## config.mk

```make
export PLATFORM = sky130hd
export DESIGN_NAME = fixed_slot_allocator_accounting
export DESIGN_NICKNAME = d
export VERILOG_FILES = /design/src/rtl/core/fsa_pkg.sv /design/src/rtl/core/fsa_ctrl.sv /design/src/rtl/core/fsa_datapath.sv /design/src/rtl/core/fixed_slot_allocator_accounting.sv
export SDC_FILE = /design/constraint.sdc
export NUM_CORES = 1
export LEC_CHECK = 0
export BUFFER_PORTS_ARGS = -buffer_cell sky130_fd_sc_hd__buf_2
export CAP_MARGIN = 20
export CORE_AREA = 5 5 236 238
export CTS_CLUSTER_SIZE = 16
export DETAILED_ROUTE_END_ITERATION = 10
export DIE_AREA = 0 0 241 243
export HOLD_SLACK_MARGIN = 0.1
export PLACE_DENSITY = 0.62
export SKIP_LAST_GASP = 1
export SYNTH_ARGS = -nofsm -noshare
export SYNTH_HDL_FRONTEND = slang
export SYNTH_SLANG_ARGS = --single-unit
```

## constraint.sdc

```tcl
create_clock -name clk -period 4.2 [get_ports clk]
set_clock_uncertainty 0.1 [all_clocks]
set_input_delay 0.21 -clock clk [delete_from_list [all_inputs] [get_ports clk]]
set_output_delay 0.21 -clock clk [all_outputs]
set_load 0.005 [all_outputs]
```

## src/rtl/core/fsa_pkg.sv

```systemverilog
`timescale 1ns / 1ps
`default_nettype none
// ----------------------------------------------------------------------------
// Fixed-slot allocator package
// Shared constants, beat layouts, command codes and controller states.
// ----------------------------------------------------------------------------
package fsa_pkg;

  localparam int SLOT_COUNT = 16;
  localparam int SLOT_BYTES = 256;

  localparam int SLOT_IDX_W = $clog2(SLOT_COUNT);
  localparam int SIZE_W     = $clog2(SLOT_BYTES + 1);
  localparam int BLOCKS_W   = $clog2(SLOT_COUNT + 1);
  localparam int BYTES_W    = $clog2(SLOT_COUNT * SLOT_BYTES + 1);

  localparam int IN_DATA_W  = 32;
  localparam int OUT_DATA_W = 168;

  typedef enum logic [1:0] {
    CMD_BEGIN = 2'd0,
    CMD_END   = 2'd1,
    CMD_ALLOC = 2'd2,
    CMD_FREE  = 2'd3
  } cmd_t;

  // Packed structs list the highest bits first.
  typedef struct packed {
    logic [5:0]  pad;
    logic [7:0]  slot_to_free;
    logic [15:0] request_size;
    cmd_t        command;
  } in_item_t;

  typedef struct packed {
    logic [1:0]  pad;
    logic        session_active;
    logic [31:0] release_count;
    logic [31:0] success_count;
    logic [31:0] call_count;
    logic [22:0] peak_byte_count;
    logic [6:0]  peak_block_count;
    logic [22:0] live_byte_count;
    logic [6:0]  live_block_count;
    logic [7:0]  granted_slot;
    logic        ok;
  } out_item_t;

  typedef struct packed {
    logic load_in;
    logic exec;
  } dp_cmd_t;

  typedef enum logic {
    ST_EMPTY,
    ST_HELD
  } fsa_state_t;

endpackage
`default_nettype wire

```

## src/rtl/core/fsa_ctrl.sv

```systemverilog
`timescale 1ns / 1ps
`default_nettype none
// ----------------------------------------------------------------------------
// Fixed-slot allocator controller
// Sequences capture of an input beat, its execution and the output handshake.
// ----------------------------------------------------------------------------
module fsa_ctrl (
  input  wire logic            clk,
  input  wire logic            rst,
  input  wire logic            s_tvalid,
  output logic                 s_tready,
  output logic                 m_tvalid,
  input  wire logic            m_tready,
  output fsa_pkg::dp_cmd_t     dp_cmd
);
  import fsa_pkg::*;

  fsa_state_t state;
  fsa_state_t state_next;
  logic       out_valid;
  logic       out_valid_next;

  always_ff @(posedge clk) begin
    if (rst) begin
      state     <= ST_EMPTY;
      out_valid <= 1'b0;
    end else begin
      state     <= state_next;
      out_valid <= out_valid_next;
    end
  end

  always_comb begin
    state_next     = state;
    s_tready       = 1'b0;
    dp_cmd.load_in = 1'b0;
    dp_cmd.exec    = 1'b0;
    unique case (state)
      ST_EMPTY: begin
        s_tready = 1'b1;
        if (s_tvalid) begin
          dp_cmd.load_in = 1'b1;
          state_next     = ST_HELD;
        end
      end
      ST_HELD: begin
        // Execute only when the output register is free or is being drained.
        if (!out_valid || m_tready) begin
          dp_cmd.exec = 1'b1;
          state_next  = ST_EMPTY;
        end
      end
      default: state_next = ST_EMPTY;
    endcase

    if (dp_cmd.exec) begin
      out_valid_next = 1'b1;
    end else if (m_tready) begin
      out_valid_next = 1'b0;
    end else begin
      out_valid_next = out_valid;
    end
  end

  assign m_tvalid = out_valid;

endmodule
`default_nettype wire

```

## src/rtl/core/fsa_datapath.sv

```systemverilog
`timescale 1ns / 1ps
`default_nettype none
// ----------------------------------------------------------------------------
// Fixed-slot allocator datapath
// Slot map, slot sizes, session counters and the result register.
// ----------------------------------------------------------------------------
module fsa_datapath (
  input  wire logic               clk,
  input  wire logic               rst,
  input  wire fsa_pkg::dp_cmd_t   dp_cmd,
  input  wire fsa_pkg::in_item_t  in_item,
  input  wire logic               cfg_we,
  input  wire logic [31:0]        cfg_wdata,
  output fsa_pkg::out_item_t      out_item
);
  import fsa_pkg::*;

  in_item_t              in_q;
  logic [31:0]           forced_call;
  logic [SLOT_COUNT-1:0] slot_in_use;
  logic [SIZE_W-1:0]     slot_size [SLOT_COUNT];
  logic                  active;
  logic [BLOCKS_W-1:0]   blocks_live;
  logic [BYTES_W-1:0]    bytes_live;
  logic [BLOCKS_W-1:0]   blocks_peak;
  logic [BYTES_W-1:0]    bytes_peak;
  logic [31:0]           calls_seen;
  logic [31:0]           grants_seen;
  logic [31:0]           releases_seen;
  logic                  result_ok;
  logic [7:0]            result_slot;

  logic                  free_found;
  logic [SLOT_IDX_W-1:0] free_idx;
  logic [SLOT_IDX_W-1:0] victim_idx;
  logic                  victim_ok;
  logic [31:0]           calls_inc;
  logic                  alloc_ok;
  logic                  inject_fail;
  logic [BLOCKS_W-1:0]   blocks_inc;
  logic [BYTES_W-1:0]    bytes_inc;

  // Lowest free slot.
  always_comb begin
    free_found = 1'b0;
    free_idx   = '0;
    for (int i = SLOT_COUNT - 1; i >= 0; i--) begin
      if (!slot_in_use[i]) begin
        free_found = 1'b1;
        free_idx   = SLOT_IDX_W'(i);
      end
    end
  end

  assign victim_idx  = in_q.slot_to_free[SLOT_IDX_W-1:0];
  assign victim_ok   = active && (in_q.slot_to_free < 8'(SLOT_COUNT))
                       && slot_in_use[victim_idx];
  assign alloc_ok    = active && (in_q.request_size <= 16'(SLOT_BYTES));
  assign calls_inc   = calls_seen + 32'd1;
  assign inject_fail = (forced_call != 32'd0) && (calls_inc == forced_call);
  assign blocks_inc  = blocks_live + BLOCKS_W'(1);
  assign bytes_inc   = bytes_live + BYTES_W'(in_q.request_size[SIZE_W-1:0]);

  always_ff @(posedge clk) begin
    if (dp_cmd.load_in) begin
      in_q <= in_item;
    end
  end

  always_ff @(posedge clk) begin
    if (dp_cmd.exec && in_q.command == CMD_ALLOC && alloc_ok && !inject_fail
        && free_found) begin
      slot_size[free_idx] <= in_q.request_size[SIZE_W-1:0];
    end
  end

  always_ff @(posedge clk) begin
    if (rst) begin
      forced_call   <= '0;
      slot_in_use   <= '0;
      active        <= 1'b0;
      blocks_live   <= '0;
      bytes_live    <= '0;
      blocks_peak   <= '0;
      bytes_peak    <= '0;
      calls_seen    <= '0;
      grants_seen   <= '0;
      releases_seen <= '0;
    end else begin
      if (cfg_we) begin
        forced_call <= cfg_wdata;
      end
      if (dp_cmd.exec) begin
        unique case (in_q.command)
          CMD_BEGIN: begin
            if (!active) begin
              slot_in_use   <= '0;
              blocks_live   <= '0;
              bytes_live    <= '0;
              blocks_peak   <= '0;
              bytes_peak    <= '0;
              calls_seen    <= '0;
              grants_seen   <= '0;
              releases_seen <= '0;
              active        <= 1'b1;
            end
          end
          CMD_END: begin
            // With no live block the slot map and live totals are already clear.
            if (active && blocks_live == '0) begin
              active <= 1'b0;
            end
          end
          CMD_ALLOC: begin
            if (alloc_ok) begin
              calls_seen <= calls_inc;
              if (!inject_fail && free_found) begin
                slot_in_use[free_idx] <= 1'b1;
                grants_seen           <= grants_seen + 32'd1;
                blocks_live           <= blocks_inc;
                bytes_live            <= bytes_inc;
                if (blocks_inc > blocks_peak) begin
                  blocks_peak <= blocks_inc;
                end
                if (bytes_inc > bytes_peak) begin
                  bytes_peak <= bytes_inc;
                end
              end
            end
          end
          CMD_FREE: begin
            if (victim_ok) begin
              slot_in_use[victim_idx] <= 1'b0;
              blocks_live             <= blocks_live - BLOCKS_W'(1);
              bytes_live              <= bytes_live - BYTES_W'(slot_size[victim_idx]);
              releases_seen           <= releases_seen + 32'd1;
            end
          end
          default: ;
        endcase
      end
    end
  end

  // Status fields follow the state registers; ok and the grant are captured.
  always_ff @(posedge clk) begin
    if (dp_cmd.exec) begin
      result_slot <= '0;
      unique case (in_q.command)
        CMD_BEGIN: result_ok <= !active;
        CMD_END:   result_ok <= active && (blocks_live == '0);
        CMD_ALLOC: begin
          result_ok <= alloc_ok && !inject_fail && free_found;
          if (alloc_ok && !inject_fail && free_found) begin
            result_slot <= 8'(free_idx);
          end
        end
        CMD_FREE:  result_ok <= victim_ok;
        default:   result_ok <= 1'b0;
      endcase
    end
  end

  assign out_item.pad              = '0;
  assign out_item.ok               = result_ok;
  assign out_item.granted_slot     = result_slot;
  assign out_item.session_active   = active;
  assign out_item.release_count    = releases_seen;
  assign out_item.success_count    = grants_seen;
  assign out_item.call_count       = calls_seen;
  assign out_item.peak_byte_count  = 23'(bytes_peak);
  assign out_item.peak_block_count = 7'(blocks_peak);
  assign out_item.live_byte_count  = 23'(bytes_live);
  assign out_item.live_block_count = 7'(blocks_live);

`ifndef NO_ASSERTIONS
  a_live_matches_map: assert property (@(posedge clk) disable iff (rst)
    $countones(slot_in_use) == 32'(blocks_live))
    else $error("live block count differs from slot map");

  a_block_peak: assert property (@(posedge clk) disable iff (rst)
    blocks_peak >= blocks_live)
    else $error("block peak below live count");

  a_byte_peak: assert property (@(posedge clk) disable iff (rst)
    bytes_peak >= bytes_live)
    else $error("byte peak below live bytes");

  a_idle_empty: assert property (@(posedge clk) disable iff (rst)
    !active |-> (slot_in_use == '0 && bytes_live == '0))
    else $error("slots live outside a session");
`endif

endmodule
`default_nettype wire

```

## src/rtl/core/fixed_slot_allocator_accounting.sv

```systemverilog
`timescale 1ns / 1ps
`default_nettype none
// ----------------------------------------------------------------------------
// Fixed-slot allocator with session accounting
// Begin, end, allocate and free commands over 16 slots of 256 bytes each.
// ----------------------------------------------------------------------------
// Usage:
//   Commands arrive as beats on the s_ channel; each produces exactly one
//   result beat on the m_ channel carrying ok, the granted slot and all
//   session counters as they stand after the command.
//   A beat is captured in an input register at the edge it is accepted and
//   executed once the output register is free or being drained, which is
//   when m_tvalid rises. Each item is captured, then executed to update the
//   slot map and counters; s_tready is high again right after execution.
//   The result sits in an output register; a new beat is accepted while it
//   waits, but is executed only once that result is taken, so a stalled
//   receiver holds the pipeline without losing or repeating any beat.
//   cfg_we writes the forced-failure call number (zero disables it).
//   Reset (rst, synchronous) closes the session, clears the slot map, all
//   counters and the failure number, and empties both channel registers.
// ----------------------------------------------------------------------------
module fixed_slot_allocator_accounting (
  input  wire logic                             clk,
  input  wire logic                             rst,
  input  wire logic                             s_tvalid,
  output logic                                  s_tready,
  // command[1:0], request_size[17:2], slot_to_free[25:18], zero pad
  input  wire logic [fsa_pkg::IN_DATA_W-1:0]    s_tdata,
  output logic                                  m_tvalid,
  input  wire logic                             m_tready,
  // ok[0], granted_slot[8:1], live_block_count[15:9], live_byte_count[38:16],
  // peak_block_count[45:39], peak_byte_count[68:46], call_count[100:69],
  // success_count[132:101], release_count[164:133], session_active[165], pad
  output logic [fsa_pkg::OUT_DATA_W-1:0]        m_tdata,
  input  wire logic                             cfg_we,
  input  wire logic [31:0]                      cfg_wdata
);
  import fsa_pkg::*;

  dp_cmd_t   dp_cmd;
  in_item_t  in_item;
  out_item_t out_item;

  assign in_item = in_item_t'(s_tdata);
  assign m_tdata = OUT_DATA_W'(out_item);

  fsa_ctrl u_ctrl (
    .clk      (clk),
    .rst      (rst),
    .s_tvalid (s_tvalid),
    .s_tready (s_tready),
    .m_tvalid (m_tvalid),
    .m_tready (m_tready),
    .dp_cmd   (dp_cmd)
  );

  fsa_datapath u_datapath (
    .clk       (clk),
    .rst       (rst),
    .dp_cmd    (dp_cmd),
    .in_item   (in_item),
    .cfg_we    (cfg_we),
    .cfg_wdata (cfg_wdata),
    .out_item  (out_item)
  );

endmodule
`default_nettype wire
```

==> results.sh <==
export IMPL_status="finished, final reports clean"
export IMPL_grt_max_degree=86
export IMPL_synth_mux_area_frac=0.09468
export IMPL_required_ns=4.55
export IMPL_wl_um=52610
export IMPL_arrival_ns=4.42
export IMPL_ios=239
export IMPL_synthXorXnorAreaFrac=0.03806
export IMPL_grt_ovfl_total=0
export IMPL_die_y_um=243
export IMPL_cp_start_kind="register"
export IMPL_setup_violations=0
export IMPL_yosys_area_share_simple=0.1728
export IMPL_final_nets=2165
export IMPL_synth_top_cell_area_share=0.2855
export IMPL_synth_ff_latch_count=362
export IMPL_coreArea_um2=53390
export IMPL_maxCapViolations=0
export IMPL_clk_insertion_delay_late_ns=0.57
export IMPL_postSynthCellCount=1771
export IMPL_crit_path_cell_trace="ha_1 > fa_1 > a21o_1 > a21oi_2 > o21ai_0 > a31oi_1 > xnor2_1 > ha_1 > a21o_1 > a21oi_1 > a21boi_0 > o21ai_0 > nand3_1 > o211ai_4 > buf_12 > mux2_2"
export IMPL_hold_viol_final=0
export IMPL_grt_pass1_vias=14510
export IMPL_r2r_setup_slack_ns=0.12
export IMPL_synth_largest_area_cell="edfxtp_1"
export IMPL_die_w_um=241
export IMPL_synth_avg_cell_area_um2=10.39
export IMPL_synth_top_family_by_area="simple AND/OR/NAND/NOR gates"
export IMPL_fillCellCount=5037
export IMPL_antenna_found_initial=7
export IMPL_ant_nets=0
export IMPL_slew_violations=0
export IMPL_max_slew_worst_pin_slew_ns=1.055
export IMPL_fin_hold_ws_ns=0.1400
export IMPL_clock_fmax_ghz=0.2454
export IMPL_synth_warnings=0
export IMPL_cts_sinks=362
export IMPL_crit_type="reg2reg"
export IMPL_cp_buffers_inverters=1
export IMPL_drtIter0Drc=1132
export IMPL_p_per_area_nw_per_um2=365.1
export IMPL_syn2layout_area_growth_pct=21.65
export IMPL_rsz0062_at_grt="false"
export IMPL_leakage_nw=8.418
export IMPL_yosys_area_share_adder=0.03004
export IMPL_yosysSeqAreaShare=0.4888
export IMPL_ys_flop_type="dfxtp_1"
export IMPL_synth_cell_types=88
export IMPL_synthArstFlopShare=0
export IMPL_maxSlewHeadroom=0.2951
export IMPL_crit_path_end_kind="register"
export IMPL_root_buffer="clkbuf_16"
export IMPL_tns_ns=0
export IMPL_synth_area_leaders="edfxtp_1 (29%), dfxtp_1 (20%), mux4_2 (6.0%)"
export IMPL_synthesis_area_um2=18410
export IMPL_port_buffer_count=202
export IMPL_vias=14910
export IMPL_wire_per_inst_um=18.88
export IMPL_viasPerCell=5.351
export IMPL_cts_htree_levels=2
export IMPL_synth_compound_area_frac=0.1250
export IMPL_min_path_type="in2reg"
export IMPL_fin_area_um2=22400
export IMPL_worst_path_max_delay_cell="edfxtp_1"
export IMPL_hpwlAfterDp_um=37270
export IMPL_die_area_um2=58560
export IMPL_drive_gt1_frac=0.2106
export IMPL_drcViolationCount=0
export IMPL_clock_path_buffers=3
export IMPL_place_congestion=0.8860
export IMPL_track_usage=0.1721
export IMPL_utilization=0.4195
export IMPL_cts_buffers=42
export IMPL_grt_pass1_wl_um=81630
export IMPL_synth_edf_count=175
export IMPL_ir_worst_vdd_mv=0.2959
export IMPL_crit_fanout=8
export IMPL_cts_clk_slew_worst_paths_ns=0.06
export IMPL_dr_pass1_iters=5
export IMPL_cts_tree="yes"
export IMPL_fin_crit_sh=0.9703
export IMPL_crit_family="compound AO/OA/AOI/OAI gates"
export IMPL_num_rows=85
export IMPL_period_minus_slack_ns=4.075
export IMPL_cpPeakStageDelay_ns=0.51
export IMPL_placed_area_um2=20350
export IMPL_start_util=0.3448
## power by group
part	internal (W)	switching (W)	total (W)
clock network	0.00209	0.00152	0.00361
registers	0.00375	0.0000631	0.00381
logic	0.000345	0.000411	0.000756
total	0.00618	0.00199	0.00818
## sequential cells by signal, indices dropped and copies added (netlist names), named ones only
| signal | count |
|---|---|
| u_datapath.bytes_peak | 13 |
| u_datapath.bytes_live | 13 |
| u_ctrl.state | 1 |
| u_datapath.blocks_peak | 5 |
| u_datapath.active | 1 |
| u_datapath.in_q | 26 |
| u_datapath.grants_seen | 32 |
| u_datapath.slot_size | 144 |
| u_datapath.result_ok | 1 |
| u_datapath.calls_seen | 32 |
| u_ctrl.m_tvalid | 1 |
| u_datapath.slot_in_use | 16 |
| u_datapath.releases_seen | 32 |
| u_datapath.result_slot | 4 |
| u_datapath.blocks_live | 5 |
| u_datapath.forced_call | 32 |
## synth_stat cells, types with 13 or more instances
library cell,count
dfxtp_1,187
edfxtp_1,175
nor2_1,160
nand2_1,129
a21oi_1,105
o21ai_0,76
inv_1,67
clkbuf_1,63
nand3_1,58
mux4_2,49
mux2i_1,47
nor4_1,44
xnor2_1,42
ha_1,41
xor2_1,38
nand4_1,36
nor3_1,35
buf_4,34
and3_1,27
nand2b_1,27
or3_1,24
buf_1,21
and2_1,20
o211ai_1,18
o21a_1,17
a311oi_1,14
buf_2,14
o22ai_1,14
a31oi_1,13
nor2b_1,13
## kinds of logic (layout without fill, tap and decap cells)
family	Yosys count	after routing
fa+ha+maj	43	43
flops	362	362
mux	110	110
xor+xnor	80	80
other cells	1	35
compound gates	350	350
buf+inv	202	487
simple gates	623	623
## worst paths after layout
check,from,endpoint,cells after the start
max,u_datapath.in_q[2],u_datapath.bytes_peak[5],16
min,rst,u_datapath.grants_seen[0],2
max reg2reg,u_datapath.in_q[2],u_datapath.bytes_peak[5],16
min reg2reg,u_datapath.bytes_peak[9],u_datapath.bytes_peak[9],2
## cells in the final DEF (no fill, tap or decap), drive strengths merged, types with 42 or more instances in the layout
cell type | synthesis | layout
buf | 71 | 283
dfxtp | 187 | 187
edfxtp | 175 | 175
nor2 | 160 | 160
nand2 | 129 | 129
a21oi | 105 | 105
o21ai | 76 | 76
inv | 67 | 69
dlygate4sd3 | 0 | 60
nand3 | 58 | 58
clkbuf | 63 | 56
mux4 | 49 | 49
mux2i | 47 | 47
nor4 | 44 | 44
xnor2 | 42 | 42
## repair_timing
item	4_1_cts	5_1_grt
hold buffers	60	0
setup buffers	2	5
pin swaps	0	1
resized for setup	0	3
endpoints found under the hold margin	64	0
endpoints found under the setup margin	10	14
cloned	0	0
## per-layer routing
| metal | routed length, um | GRT usage | up-vias | share of wire |
|---|---|---|---|---|
| li1 | - | - | 7105 | - |
| met1 | 23580 | 0.2384 | 7218 | 0.45 |
| met2 | 24300 | 0.2755 | 492 | 0.46 |
| met3 | 3189 | 0.02917 | 94 | 0.061 |
| met4 | 1543 | 0.05443 | 0 | 0.029 |
| met5 | 0 | 0 | - | 0 |
## stage by stage
stage | instances | setup slack [ns] | total power [W]
4_1_cts | 2776 | 0.04397 | 0.008283
3_3_place_gp | 2638 | 0.04651 | 0.004573
6_report | 2786 | 0.1247 | 0.008178
3_5_place_dp | 2638 | -0.04141 | 0.004591
2_1_floorplan | 1800 | -0.03860 | 0.004371
5_1_grt | 2784 | 0.003074 | 0.008510
## area by class of cell
class | instances | area, um^2 | share of cell area
antenna | 5 | 12.51 | 0.0005587
clock buffer | 56 | 1165 | 0.05201
clock inverter | 20 | 187.7 | 0.008380
inverter | 68 | 255.2 | 0.01140
multi-input combinational | 1236 | 8620 | 0.3849
sequential | 362 | 9000 | 0.4019
tap | 696 | 870.8 | 0.03888
timing repair buffer | 343 | 2285 | 0.1020
(Power assumes the default switching activity.)
